<file path="src/sv/crbb_pkg.sv">
// Shared types and constants for the changed-region bounding box block.
`default_nettype none

package crbb_pkg;

    localparam int PIX_W      = 8;
    localparam int DIM_REG_W  = 13;
    localparam int THR_W      = 8;
    localparam int PAD_W      = 12;
    localparam int CFG_W      = 13;
    localparam int CFG_IDX_W  = 2;
    localparam int BOX_XY_W   = 12;
    localparam int BOX_WH_W   = 13;
    localparam int S_DATA_W   = 48;
    localparam int M_DATA_W   = 56;

    localparam int RST_FRAME_WIDTH  = 1920;
    localparam int RST_FRAME_HEIGHT = 1080;
    localparam int RST_THRESHOLD    = 10;
    localparam int RST_PADDING      = 0;

    typedef enum logic [CFG_IDX_W-1:0] {
        REG_FRAME_WIDTH  = 2'd0,
        REG_FRAME_HEIGHT = 2'd1,
        REG_THRESHOLD    = 2'd2,
        REG_PADDING      = 2'd3
    } cfg_reg_t;

    // Per-stage load enables of the extent pipeline.
    typedef struct packed {
        logic clamp;
        logic span;
        logic sub;
        logic quot;
        logic fin;
    } ext_en_t;

endpackage

`default_nettype wire

</file>
<file path="src/sv/changed_region_bounding_box_top.sv">
// Changed-region bounding box: top level with pixel stage, frame tracking and result pipe.
// Throughput: one pixel pair per cycle; the input stalls only when the result pipe is full.
// Path: once a frame's last pixel is accepted, its result passes the box snapshot, four extent
//   stages and the output register behind the input register before it shows on m_tvalid.
// Non-final pixels produce no result; each frame's last pixel produces exactly one.
// Reset (aresetn low, synchronous): counters, box tracking, valids and config registers
//   return to their defaults; payload registers keep whatever they hold.
`default_nettype none

module changed_region_bounding_box_top #(
    parameter int GRID_STEP  = 4,
    parameter int ALIGN_STEP = 8,
    parameter int MAX_DIM    = 4096
) (
    input  wire logic                           aclk,
    input  wire logic                           aresetn,

    // config write port
    input  wire logic                           cfg_wr_en,
    input  wire logic [crbb_pkg::CFG_IDX_W-1:0] cfg_index,
    input  wire logic [crbb_pkg::CFG_W-1:0]     cfg_wdata,

    // pixel pair requests
    input  wire logic                           s_tvalid,
    output logic                                s_tready,
    // fields from bit 0: cur_blue, cur_green, cur_red, ref_blue, ref_green, ref_red
    input  wire logic [crbb_pkg::S_DATA_W-1:0]  s_tdata,

    // frame results
    output logic                                m_tvalid,
    input  wire logic                           m_tready,
    // fields from bit 0: changed, box_x, box_y, box_width, box_height, zero fill
    output logic [crbb_pkg::M_DATA_W-1:0]       m_tdata
);
    import crbb_pkg::*;

    localparam int CW  = $clog2(MAX_DIM);      // coordinate width
    localparam int DW  = CW + 1;               // dimension width (holds MAX_DIM)
    localparam int PHW = (GRID_STEP > 1) ? $clog2(GRID_STEP) : 1;
    localparam int RST_W_EFF = (RST_FRAME_WIDTH > MAX_DIM) ? MAX_DIM : RST_FRAME_WIDTH;
    localparam int RST_H_EFF = (RST_FRAME_HEIGHT > MAX_DIM) ? MAX_DIM : RST_FRAME_HEIGHT;

    // ---------------- configuration ----------------
    logic [DIM_REG_W-1:0] frame_width_reg, frame_height_reg;
    logic [THR_W-1:0]     threshold_reg;
    logic [PAD_W-1:0]     padding_reg;

    always_ff @(posedge aclk) begin
        if (!aresetn) begin
            frame_width_reg  <= DIM_REG_W'(RST_FRAME_WIDTH);
            frame_height_reg <= DIM_REG_W'(RST_FRAME_HEIGHT);
            threshold_reg    <= THR_W'(RST_THRESHOLD);
            padding_reg      <= PAD_W'(RST_PADDING);
        end else if (cfg_wr_en) begin
            case (cfg_reg_t'(cfg_index))
                REG_FRAME_WIDTH:  frame_width_reg  <= cfg_wdata[DIM_REG_W-1:0];
                REG_FRAME_HEIGHT: frame_height_reg <= cfg_wdata[DIM_REG_W-1:0];
                REG_THRESHOLD:    threshold_reg    <= cfg_wdata[THR_W-1:0];
                REG_PADDING:      padding_reg      <= cfg_wdata[PAD_W-1:0];
                default: ;
            endcase
        end
    end

    // size 0 acts as 1, anything above MAX_DIM as MAX_DIM
    function automatic logic [DW-1:0] eff_dim(input logic [DIM_REG_W-1:0] v);
        logic [DW-1:0] r;
        if (v == '0)
            r = DW'(1);
        else if (32'(v) > 32'(MAX_DIM))
            r = DW'(MAX_DIM);
        else
            r = DW'(v);
        return r;
    endfunction

    logic [DW-1:0] w_eff, h_eff;
    assign w_eff = eff_dim(frame_width_reg);
    assign h_eff = eff_dim(frame_height_reg);

    // ---------------- pipeline control ----------------
    logic pix_v_reg, bx_v_reg, v1_reg, v2_reg, v3_reg, v4_reg, m_v_reg;
    logic out_free, e4_free, e3_free, e2_free, e1_free, bx_free, pix_free, pix_ship;
    logic frame_end;

    assign out_free = !m_v_reg  || m_tready;
    assign e4_free  = !v4_reg   || out_free;
    assign e3_free  = !v3_reg   || e4_free;
    assign e2_free  = !v2_reg   || e3_free;
    assign e1_free  = !v1_reg   || e2_free;
    assign bx_free  = !bx_v_reg || e1_free;
    // only a frame's last pixel needs room downstream
    assign pix_ship = pix_v_reg && (!frame_end || bx_free);
    assign pix_free = !pix_v_reg || pix_ship;
    assign s_tready = pix_free;

    // ---------------- input register ----------------
    logic [PIX_W-1:0] cur_b_reg, cur_g_reg, cur_r_reg, ref_b_reg, ref_g_reg, ref_r_reg;

    always_ff @(posedge aclk) begin
        if (pix_free) begin
            cur_b_reg <= s_tdata[7:0];
            cur_g_reg <= s_tdata[15:8];
            cur_r_reg <= s_tdata[23:16];
            ref_b_reg <= s_tdata[31:24];
            ref_g_reg <= s_tdata[39:32];
            ref_r_reg <= s_tdata[47:40];
        end
    end

    // ---------------- frame tracking ----------------
    logic [CW-1:0]  col_reg, row_reg, max_col_reg, max_row_reg;
    logic [DW-1:0]  min_col_reg, min_row_reg;
    logic [PHW-1:0] col_ph_reg, row_ph_reg;
    logic           any_reg;

    logic [PIX_W-1:0] d_b, d_g, d_r;
    logic           sample, hit, col_last, row_last, upd_any;
    logic [DW-1:0]  upd_min_col, upd_min_row;
    logic [CW-1:0]  upd_max_col, upd_max_row;
    logic [PHW-1:0] col_ph_step, row_ph_step;

    assign d_b = (cur_b_reg > ref_b_reg) ? cur_b_reg - ref_b_reg : ref_b_reg - cur_b_reg;
    assign d_g = (cur_g_reg > ref_g_reg) ? cur_g_reg - ref_g_reg : ref_g_reg - cur_g_reg;
    assign d_r = (cur_r_reg > ref_r_reg) ? cur_r_reg - ref_r_reg : ref_r_reg - cur_r_reg;

    // phase counters stand in for column/row modulo GRID_STEP
    assign sample = (col_ph_reg == '0) && (row_ph_reg == '0);
    assign hit    = sample && ((d_b > threshold_reg) || (d_g > threshold_reg)
                               || (d_r > threshold_reg));

    assign upd_min_col = (hit && (DW'(col_reg) < min_col_reg)) ? DW'(col_reg) : min_col_reg;
    assign upd_min_row = (hit && (DW'(row_reg) < min_row_reg)) ? DW'(row_reg) : min_row_reg;
    assign upd_max_col = (hit && (col_reg > max_col_reg)) ? col_reg : max_col_reg;
    assign upd_max_row = (hit && (row_reg > max_row_reg)) ? row_reg : max_row_reg;
    assign upd_any     = any_reg || hit;

    // compare in DW bits: a size shrunk mid-frame wraps the counter at the next pixel
    assign col_last  = (DW'(col_reg) + DW'(1)) >= w_eff;
    assign row_last  = (DW'(row_reg) + DW'(1)) >= h_eff;
    assign frame_end = col_last && row_last;

    assign col_ph_step = (col_ph_reg == PHW'(GRID_STEP - 1)) ? '0 : col_ph_reg + PHW'(1);
    assign row_ph_step = (row_ph_reg == PHW'(GRID_STEP - 1)) ? '0 : row_ph_reg + PHW'(1);

    always_ff @(posedge aclk) begin
        if (!aresetn) begin
            pix_v_reg   <= 1'b0;
            col_reg     <= '0;
            row_reg     <= '0;
            col_ph_reg  <= '0;
            row_ph_reg  <= '0;
            min_col_reg <= DW'(RST_W_EFF);
            min_row_reg <= DW'(RST_H_EFF);
            max_col_reg <= '0;
            max_row_reg <= '0;
            any_reg     <= 1'b0;
        end else begin
            if (pix_free) begin
                pix_v_reg <= s_tvalid;
            end
            if (pix_ship) begin
                if (col_last) begin
                    col_reg    <= '0;
                    col_ph_reg <= '0;
                    if (row_last) begin
                        // frame done: box goes to the snapshot, tracking restarts
                        row_reg     <= '0;
                        row_ph_reg  <= '0;
                        min_col_reg <= w_eff;
                        min_row_reg <= h_eff;
                        max_col_reg <= '0;
                        max_row_reg <= '0;
                        any_reg     <= 1'b0;
                    end else begin
                        row_reg     <= row_reg + CW'(1);
                        row_ph_reg  <= row_ph_step;
                        min_col_reg <= upd_min_col;
                        min_row_reg <= upd_min_row;
                        max_col_reg <= upd_max_col;
                        max_row_reg <= upd_max_row;
                        any_reg     <= upd_any;
                    end
                end else begin
                    col_reg     <= col_reg + CW'(1);
                    col_ph_reg  <= col_ph_step;
                    min_col_reg <= upd_min_col;
                    min_row_reg <= upd_min_row;
                    max_col_reg <= upd_max_col;
                    max_row_reg <= upd_max_row;
                    any_reg     <= upd_any;
                end
            end
        end
    end

    // ---------------- box snapshot ----------------
    logic [DW-1:0] bx_lo_x_reg, bx_lo_y_reg, bx_dim_x_reg, bx_dim_y_reg;
    logic [CW-1:0] bx_hi_x_reg, bx_hi_y_reg;
    logic          bx_any_reg;

    always_ff @(posedge aclk) begin
        if (bx_free) begin
            bx_lo_x_reg  <= upd_min_col;
            bx_hi_x_reg  <= upd_max_col;
            bx_dim_x_reg <= w_eff;
            bx_lo_y_reg  <= upd_min_row;
            bx_hi_y_reg  <= upd_max_row;
            bx_dim_y_reg <= h_eff;
            bx_any_reg   <= upd_any;
        end
    end

    always_ff @(posedge aclk) begin
        if (!aresetn) begin
            bx_v_reg <= 1'b0;
            v1_reg   <= 1'b0;
            v2_reg   <= 1'b0;
            v3_reg   <= 1'b0;
            v4_reg   <= 1'b0;
            m_v_reg  <= 1'b0;
        end else begin
            if (bx_free)  bx_v_reg <= pix_ship && frame_end;
            if (e1_free)  v1_reg   <= bx_v_reg;
            if (e2_free)  v2_reg   <= v1_reg;
            if (e3_free)  v3_reg   <= v2_reg;
            if (e4_free)  v4_reg   <= v3_reg;
            if (out_free) m_v_reg  <= v4_reg;
        end
    end

    // ---------------- extent pipes ----------------
    ext_en_t       ext_en;
    logic          keep_x, keep_y;
    logic [CW-1:0] start_x, start_y;
    logic [DW-1:0] len_x, len_y;

    assign ext_en.clamp = e1_free;
    assign ext_en.span  = e2_free;
    assign ext_en.sub   = e3_free;
    assign ext_en.quot  = e4_free;
    assign ext_en.fin   = out_free;

    crbb_extent #(
        .CW(CW), .DW(DW), .MAX_DIM(MAX_DIM), .ALIGN_STEP(ALIGN_STEP)
    ) u_ext_x (
        .aclk    (aclk),
        .en      (ext_en),
        .keep_in (bx_any_reg),
        .lo      (bx_lo_x_reg),
        .hi      (bx_hi_x_reg),
        .dim     (bx_dim_x_reg),
        .pad     (padding_reg),
        .keep_out(keep_x),
        .start   (start_x),
        .len     (len_x)
    );

    crbb_extent #(
        .CW(CW), .DW(DW), .MAX_DIM(MAX_DIM), .ALIGN_STEP(ALIGN_STEP)
    ) u_ext_y (
        .aclk    (aclk),
        .en      (ext_en),
        .keep_in (bx_any_reg),
        .lo      (bx_lo_y_reg),
        .hi      (bx_hi_y_reg),
        .dim     (bx_dim_y_reg),
        .pad     (padding_reg),
        .keep_out(keep_y),
        .start   (start_y),
        .len     (len_y)
    );

    // ---------------- result packing ----------------
    logic [31:0]         sx_w, sy_w, lx_w, ly_w;
    logic                changed;
    logic [BOX_XY_W-1:0] box_x, box_y;
    logic [BOX_WH_W-1:0] box_width, box_height;

    assign sx_w       = 32'(start_x);
    assign sy_w       = 32'(start_y);
    assign lx_w       = 32'(len_x);
    assign ly_w       = 32'(len_y);
    assign changed    = keep_x && keep_y;
    assign box_x      = sx_w[BOX_XY_W-1:0];
    assign box_y      = sy_w[BOX_XY_W-1:0];
    assign box_width  = lx_w[BOX_WH_W-1:0];
    assign box_height = ly_w[BOX_WH_W-1:0];

    assign m_tvalid = m_v_reg;
    assign m_tdata  = {5'b0, box_height, box_width, box_y, box_x, changed};

    // ---------------- checks ----------------
    a_nochange_zero: assert property (@(posedge aclk) disable iff (!aresetn)
        (m_tvalid && !changed) |-> (box_x == '0 && box_y == '0
                                    && box_width == '0 && box_height == '0))
        else $error("unchanged frame reported a nonzero box");

    a_changed_nonempty: assert property (@(posedge aclk) disable iff (!aresetn)
        (m_tvalid && changed) |-> (box_width != '0 && box_height != '0))
        else $error("changed frame reported an empty box");

    a_track_order: assert property (@(posedge aclk) disable iff (!aresetn)
        any_reg |-> (min_col_reg <= DW'(max_col_reg) && min_row_reg <= DW'(max_row_reg)))
        else $error("tracked box min exceeds max");

    a_stall_cause: assert property (@(posedge aclk) disable iff (!aresetn)
        !s_tready |-> (pix_v_reg && frame_end && bx_v_reg && !e1_free))
        else $error("input stalled without a full result pipe");

endmodule

`default_nettype wire

</file>
<file path="src/sv/crbb_extent.sv">
// One axis of the box: pad, clamp, align up and clamp again, over five stages.
`default_nettype none

module crbb_extent #(
    parameter int CW         = 12,
    parameter int DW         = 13,
    parameter int MAX_DIM    = 4096,
    parameter int ALIGN_STEP = 8
) (
    input  wire logic                     aclk,
    input  wire crbb_pkg::ext_en_t        en,
    input  wire logic                     keep_in,
    input  wire logic [DW-1:0]            lo,
    input  wire logic [CW-1:0]            hi,
    input  wire logic [DW-1:0]            dim,
    input  wire logic [crbb_pkg::PAD_W-1:0] pad,
    output logic                          keep_out,
    output logic [CW-1:0]                 start,
    output logic [DW-1:0]                 len
);
    import crbb_pkg::*;

    localparam int XW  = ((CW > PAD_W) ? CW : PAD_W) + 1;
    localparam int TW  = $clog2(MAX_DIM + ALIGN_STEP);
    localparam int AW  = $clog2(ALIGN_STEP);
    localparam int K   = TW + AW;
    localparam int PW  = TW + K + 1;
    localparam int GW  = TW + DW + 8;
    localparam logic [K:0] RECIP = (K+1)'(((64'd1 << K) + ALIGN_STEP - 1) / ALIGN_STEP);

    // clamp stage
    logic [CW-1:0] dm1;
    logic [CW-1:0] lo_c_next, hi_c_next;
    logic [CW-1:0] lo_c_reg, hi_c_reg, dm1_reg;
    logic [DW-1:0] dim1_reg;
    logic          keep1_reg;

    assign dm1       = CW'(dim - DW'(1));
    assign lo_c_next = (lo > DW'(dm1)) ? dm1 : lo[CW-1:0];
    assign hi_c_next = (hi > dm1) ? dm1 : hi;

    always_ff @(posedge aclk) begin
        if (en.clamp) begin
            lo_c_reg  <= lo_c_next;
            hi_c_reg  <= hi_c_next;
            dm1_reg   <= dm1;
            dim1_reg  <= dim;
            keep1_reg <= keep_in;
        end
    end

    // span stage: padded start and end
    logic [XW-1:0] lo_x, pad_x, e_raw;
    logic [CW-1:0] s_next, e_cap, e_next;
    logic [CW-1:0] s_reg, e_reg;
    logic [DW-1:0] dim2_reg;
    logic          keep2_reg;

    assign lo_x   = XW'(lo_c_reg);
    assign pad_x  = XW'(pad);
    assign s_next = (lo_x > pad_x) ? CW'(lo_x - pad_x) : '0;
    assign e_raw  = XW'(hi_c_reg) + pad_x;
    assign e_cap  = (e_raw > XW'(dm1_reg)) ? dm1_reg : e_raw[CW-1:0];
    assign e_next = (e_cap < s_next) ? s_next : e_cap;

    always_ff @(posedge aclk) begin
        if (en.span) begin
            s_reg     <= s_next;
            e_reg     <= e_next;
            dim2_reg  <= dim1_reg;
            keep2_reg <= keep1_reg;
        end
    end

    // sub stage: t = n + ALIGN_STEP - 1, room left to the frame edge
    logic [TW-1:0] t_reg;
    logic [DW-1:0] lim3_reg;
    logic [CW-1:0] s3_reg;
    logic          keep3_reg;

    always_ff @(posedge aclk) begin
        if (en.sub) begin
            t_reg     <= TW'(e_reg) - TW'(s_reg) + TW'(ALIGN_STEP);
            lim3_reg  <= dim2_reg - DW'(s_reg);
            s3_reg    <= s_reg;
            keep3_reg <= keep2_reg;
        end
    end

    // quot stage: t / ALIGN_STEP by reciprocal, exact for every t < 2^TW
    logic [PW-1:0] prod;
    logic [TW-1:0] q_reg;
    logic [DW-1:0] lim4_reg;
    logic [CW-1:0] s4_reg;
    logic          keep4_reg;

    assign prod = PW'(t_reg) * PW'(RECIP);

    always_ff @(posedge aclk) begin
        if (en.quot) begin
            q_reg     <= prod[K+TW-1:K];
            lim4_reg  <= lim3_reg;
            s4_reg    <= s3_reg;
            keep4_reg <= keep3_reg;
        end
    end

    // final stage: aligned length, clamped to the frame edge; zero when unchanged
    logic [GW-1:0] a_w;
    logic [DW-1:0] len_next;
    logic [CW-1:0] start_reg;
    logic [DW-1:0] len_reg;
    logic          keep_reg;

    assign a_w      = GW'(q_reg) * GW'(ALIGN_STEP);
    assign len_next = (a_w > GW'(lim4_reg)) ? lim4_reg : a_w[DW-1:0];

    always_ff @(posedge aclk) begin
        if (en.fin) begin
            start_reg <= keep4_reg ? s4_reg : '0;
            len_reg   <= keep4_reg ? len_next : '0;
            keep_reg  <= keep4_reg;
        end
    end

    assign keep_out = keep_reg;
    assign start    = start_reg;
    assign len      = len_reg;

endmodule

`default_nettype wire

</file>
<file path="config.mk">
export PLATFORM = sky130hd
export DESIGN_NAME = changed_region_bounding_box_top
export DESIGN_NICKNAME = d
export VERILOG_FILES = /design/src/sv/crbb_pkg.sv /design/src/sv/changed_region_bounding_box_top.sv /design/src/sv/crbb_extent.sv
export SDC_FILE = /design/constraint.sdc
export NUM_CORES = 1
export LEC_CHECK = 0
export BUFFER_PORTS_ARGS = -buffer_cell sky130_fd_sc_hd__buf_2
export CAP_MARGIN = 15
export CORE_MARGIN = 2
export CORE_UTILIZATION = 55
export CTS_BUF_LIST = sky130_fd_sc_hd__clkbuf_4 sky130_fd_sc_hd__clkbuf_8 sky130_fd_sc_hd__clkbuf_16
export DETAILED_ROUTE_END_ITERATION = 10
export GPL_TIMING_DRIVEN = 1
export PLACE_DENSITY = 0.72
export SKIP_CTS_REPAIR_TIMING = 1
export SLEW_MARGIN = 20
export SYNTH_ARGS = -nofsm -noshare
export SYNTH_HDL_FRONTEND = slang
export SYNTH_SLANG_ARGS = --single-unit
</file>
<file path="constraint.sdc">
create_clock -name aclk -period 11.9 [get_ports aclk]
set_input_delay 1.785 -clock aclk [delete_from_list [all_inputs] [get_ports aclk]]
set_output_delay 1.785 -clock aclk [all_outputs]
set_load 0.02 [all_outputs]
</file>
# Word-level counts from Yosys, hierarchy flattened
# Index checks and enable logic that the tools add are counted.
dict set report totals {
  elab_cells 204
  register_bits 630
  input_bits 68
  output_inout_bits 58
}
dict set report op_classes {
  n_reduce_logical 40
  n_mux 39
  order_cmp 26
  eq_ne 5
  n_addsub 24
}
# op n
set ops {}
lappend ops {{$mux W12} 18}
lappend ops {{$mux W13} 12}
lappend ops {{$gt A12 B12 Y1} 6}
lappend ops {{$gt A13 B12 Y1} 4}
lappend ops {{$gt A8 B8 Y1} 6}
lappend ops {{$sub A8 B8 Y8} 6}
lappend ops {{$add A12 B1 Y13 const B} 2}
lappend ops {{$add A12 B12 Y13} 2}
lappend ops {{$add A13 B4 Y13 const B} 2}
lappend ops {{$ge A13 B13 Y1} 2}
lappend ops {{$gt A13 B13 Y1} 2}
lappend ops {{$gt A13 B13 Y1 const B} 2}
lappend ops {{$logic_not A13 Y1} 2}
lappend ops {{$lt A12 B13 Y1} 2}
lappend ops {{$sub A12 B12 Y13} 2}
lappend ops {{$sub A13 B12 Y13} 2}
lappend ops {{$add A12 B1 Y12 const B} 2}
lappend ops {{$lt A12 B12 Y1} 2}
lappend ops {{$mux W8} 3}
lappend ops {{$sub A12 B1 Y12 const B} 2}
lappend ops {{$sub A12 B12 Y12} 2}
lappend ops {{$reduce_and A2 Y1} 7}
lappend ops {{$logic_or A1 B1 Y1} 11}
lappend ops {{$logic_and A1 B1 Y1} 9}
lappend ops {{7 further kinds} 24}

# Logic depth before layout (Yosys ltp)
dict set report depth {
  depth_word 10
  ltp_mapped 27
  ltp_nobuf 25
}

# Modules after synthesis
# A second synthesis with hierarchy kept.
dict set report unflattened {
  hier_cells 3206
  hier_area_um2 35421.5
}
# module seq_area_each_um2 instances cells_each area_each_um2
set by_module_without_submodules {}
lappend by_module_without_submodules {changed_region_bounding_box_top 6396.1 1 1485 14432.6}
lappend by_module_without_submodules {{crbb_extent (u_ext_x)} 5585.4 1 908 10709.0}
lappend by_module_without_submodules {{crbb_extent (u_ext_y)} 5585.4 1 813 10279.9}

# Worst setup path before layout
# OpenSTA, ideal clock, no wires.
dict set report synth_path {
  path_kind {reg-to-reg}
  from {register u_ext_y.hi_c_reg[1]}
  to {register u_ext_y.e_reg[4], data pin}
  arrival_ns 5.784
  period_less_slack_ns 6.052
  path_slack_ns 5.848
  setup_time_ns 0.268
  path_buffers 2
  path_stages_with_launch 25
  required_ns 11.632
  path_cell_list {edfxtp_1 > ha_1 > a211oi_1 > o21bai_1 > o311a_1 > o41ai_2 > or4b_1 > o311ai_0 > ha_1 > a211oi_1 > nand2_1 > o311ai_0 > nand2_1 > buf_2 > mux2i_1 > inv_1 > ha_1 > a2111oi_0 > o21ai_0 > a31o_2 > a21oi_1 > nor4bb_1 > a21boi_2 > buf_6 > mux2i_1}
}
dict set report synth_between {
  elab_chain_len 5
}
# element line
set synth_lines {}
lappend synth_lines {{start: declaration} crbb_extent.sv:34} ;# logic [CW-1:0] lo_c_reg, hi_c_reg, dm1_reg;
lappend synth_lines {{start signal: assignment} crbb_extent.sv:45} ;# hi_c_reg <= hi_c_next;
lappend synth_lines {{$add A12 B12 Y13 *} crbb_extent.sv:62} ;# assign e_raw = XW'(hi_c_reg) + pad_x;
lappend synth_lines {{$gt A13 B12 Y1} crbb_extent.sv:63} ;# assign e_cap = (e_raw > XW'(dm1_reg)) ? dm1_reg : e_raw[CW-1:0];
lappend synth_lines {{$mux W12 *} crbb_extent.sv:63}
lappend synth_lines {{$lt A12 B12 Y1} crbb_extent.sv:64} ;# assign e_next = (e_cap < s_next) ? s_next : e_cap;
lappend synth_lines {{$mux W12 *} crbb_extent.sv:64}
lappend synth_lines {{net u_ext_y.e_next[4]} crbb_extent.sv:54} ;# logic [CW-1:0] s_next, e_cap, e_next;
lappend synth_lines {{end signal: assignment} crbb_extent.sv:69} ;# e_reg <= e_next;
lappend synth_lines {{end: declaration} crbb_extent.sv:55} ;# logic [CW-1:0] s_reg, e_reg;
# The timed path passes the listed nets; every way through them passes the cells marked *.
# A chain may end at the register's enable or synchronous reset.

# Worst setup path after layout
dict set report layout_path {
  from {register u_ext_y.hi_c_reg[1]}
  to {register u_ext_y.e_reg[10], data pin}
}
# The elaborated chain is that of the path after synthesis.

==> summary.md <==
| Metric | Value |
|---|---|
| CTS tree | `built` |
| Nets | `around 3700` |
| TNS Setup | `0 ns` |
| Area grow syn2layout | `10.94%` |
| Worst hold stages | `0` |
| Crit path DAT | `between 7 and 8 ns` |
| Clk_lat worst skew | `between 0.6 and 0.7 ns` |
| Synthesis warning total | `0` |
| Wirelength, routed | `between 70000 and 80000 um` |
| Worst IR Drop VDD | `approximately 0.00013 V` |
| Post-synthesis mux area share | `4.073%` |
| Status | `finished, final reports clean` |
| XOR/XNOR Fraction of Synth Area | `under 10%` |
| Worst Setup End Kind | `flip-flop` |
| Largest family of logic cells by synthesized area | `adder cells` |
| Unrepaired setup endpoints after global routing | `no` |
| Synth async-reset ratio | `0%` |
| TritonCTS Buffers | `70` |
| Tcrit/Tclk final | `between 60 and 70%` |
| FMAX | `136.9 MHz` |
| Max-cap violations | `0` |
| Buffers on Ports | `120` |
| Post-Place Cells | `3981` |
| ANT nets after route | `0` |
| Primary FF master, synth | `edfxtp_1` |
| Crit Path Max Fanout | `12` |
| Critical path type | `flip-flop to flip-flop` |
| Routed vias | `~23000` |
| All-layer global routing usage | `between 20 and 25%` |
| Sink Count | `roughly 620` |
| Die area | `around 64000 um2` |
| Post-layout min period | `7.304 ns` |
| Global route overflow | `0` |
| Adder-cell area share of the yosys netlist | `approximately 14%` |
| IO Count | `around 130` |
| Post-Synth Simple-Gate Area | `about a tenth` |
| Setup violators final | `0` |
| Slew HR | `about a quarter` |
| Synth unique cells | `85` |
| Slew Limit Fails | `0` |
| Die Ht | `roughly 250 um` |
| CP required | `around 12 ns` |
| Yosys reg bits | `approximately 620` |
| Reg clk slew, reported paths | `roughly 0.060 ns` |
| RePlAce Congestion | `0.9476` |
| Total Power | `between 0.007 and 0.008 W` |
| Final Non-Filler Cells | `4109` |
| Mapped Cells | `between 3000 and 4000` |
| CP Launch Type | `flip-flop` |
| Synth Area per Inst | `about 11 um2` |
| DR WL/cell | `between 15 and 20 um` |
| Hold crit path type | `flip-flop to flip-flop` |
| Drt pass-1 iters | `5` |
| Worst-margin pin slew | `between 1 and 1.5 ns` |
| Post-synthesis sequential area ratio | `just over 50%` |
| 1st-iter DRT viols | `roughly 1400` |
| CTS Root Buffer Type | `clkbuf_16` |
| Most frequent cells in the layout | `edfxtp_1, ha_1, inv_1, nand2_1, a21oi_1` |
| Synth Area in Compound Gates | `between 10% and 20%` |
| Power Density | `between 200 and 250 nW/um2` |
| Largest net degree at the start of global routing | `slightly above 70` |
| First-pass GRT wire length | `about 120000 um` |
| Util after Layout | `between 60% and 70%` |
| Number of synthesized flops with an enable pin | `just under 500` |
| Initial antenna violation count | `4` |
| HPWL Detailed | `approximately 60000 um` |
| Vias in the first global route | `around 23000` |
| Hold Vio Cnt, Final | `0` |
| R2r worst-path depth | `22` |
| Layout cell share with drive strength beyond 1 | `between 10% and 20%` |
| Skew final | `a little over 0.03 ns` |
| Row cnt | `91` |
| Lkg Pwr | `~17 nW` |
| Commonest non-fill, non-tap cell in the layout | `edfxtp_1` |
| Drt via density | `about 5.6` |
| Die Span X | `between 200 and 300 um` |
| CTS Buffer Depth | `3` |
| H-tree depth | `3` |
| Starting Density | `between 50% and 60%` |
| Mapped cell area | `~34000 um2` |
| Core Box Area | `between 60000 and 70000 um2` |
| Remaining DRCs | `0` |
-- kinds of logic after synthesis --
family,after synthesis
AND/OR/NAND/NOR,740
multiplexers,133
XOR/XNOR,130
buffers and inverters,446
flip-flops,624
other,1
AO/OA/AOI/OAI,631
adder cells (fa/ha/maj),389
-- area by class of cell --
cell class | instances | area, um2
diodes | 2 | 5.005
clock buffers | 89 | 1959
clock inverters | 37 | 356.6
fillers | 4960 | 23680
inverters | 354 | 1330
multi-input cells | 2028 | 15190
flip-flops and latches | 624 | 17420
well taps | 837 | 1047
repair buffers | 138 | 735.7
-- path summary, 6_finish.rpt --
path,start,to,slack (ns)
max,u_ext_y.hi_c_reg[1],u_ext_y.e_reg[10],4.60
min,u_ext_x.t_reg[10],u_ext_x.q_reg[7],0.41
max reg2reg,u_ext_y.hi_c_reg[1],u_ext_y.e_reg[10],4.60
min reg2reg,u_ext_x.t_reg[10],u_ext_x.q_reg[7],0.41
-- report_power, final --
group	total, W	internal [W]	switching [W]
registers	0.00315	0.00296	0.000186
logic	0.00249	0.00105	0.00144
clock network	0.00215	0.00128	0.000873
-- per-layer routing --
layer / vias to the layer above / part of all wire (%) / global-route usage (%)
met5: - / 0.036 / 0
met4: 4 / 3.4 / 8.555
met3: 160 / 4.4 / 3.687
met2: 568 / 49 / 42.85
met1: 11000 / 43 / 30.57
li1: 11380 / - / -
-- cells in the mapped netlist (33+ instances only) --
cell type  count  area share [%]
edfxtp_1     492              43
ha_1         377              14
inv_1        353             3.9
nand2_1      290             3.2
a21oi_1      182             2.7
o21ai_0      148             2.2
dfxtp_1      132             7.7
nor2_1       130             1.4
xnor2_1       90             2.3
mux2i_1       84             2.5
clkbuf_1      65            0.71
mux2_2        48             1.6
nand4_1       47            0.86
a21o_1        45            0.99
nand3_1       42            0.61
xor2_1        40             1.0
and2_1        37            0.68
o21a_1        36            0.79
nor2b_1       34            0.62
nor3_1        33            0.48
-- stage by stage --
step                setup WS, ns  hold WS, ns  area, um2
detailed placement         4.539       0.4045      35710
CTS                        4.531       0.4135      38020
finish                     4.596       0.4104      38040
floorplan                  5.848       0.4003      34300
global route               3.955       0.4217      38030
global placement           4.535       0.4019      35700
-- worst max-delay path, stage by stage (launching register included) --
cell,delay [ns]
edfxtp_1,0.39
ha_1,0.30
a211oi_1,0.25
o21bai_1,0.14
o311a_1,0.34
o41ai_2,0.38
or4b_1,0.47
o311ai_0,0.16
ha_1,0.33
a211oi_1,0.35
nand2_1,0.08
o311ai_0,0.56
nand2_1,0.55
mux2i_1,0.36
inv_1,0.08
ha_1,0.32
a2111oi_0,0.40
o21ai_0,0.15
a31o_2,0.26
a21oi_1,0.17
nor4bb_1,0.37
a21boi_2,0.29
mux2_2,0.34
(Power assumes the default switching activity.)
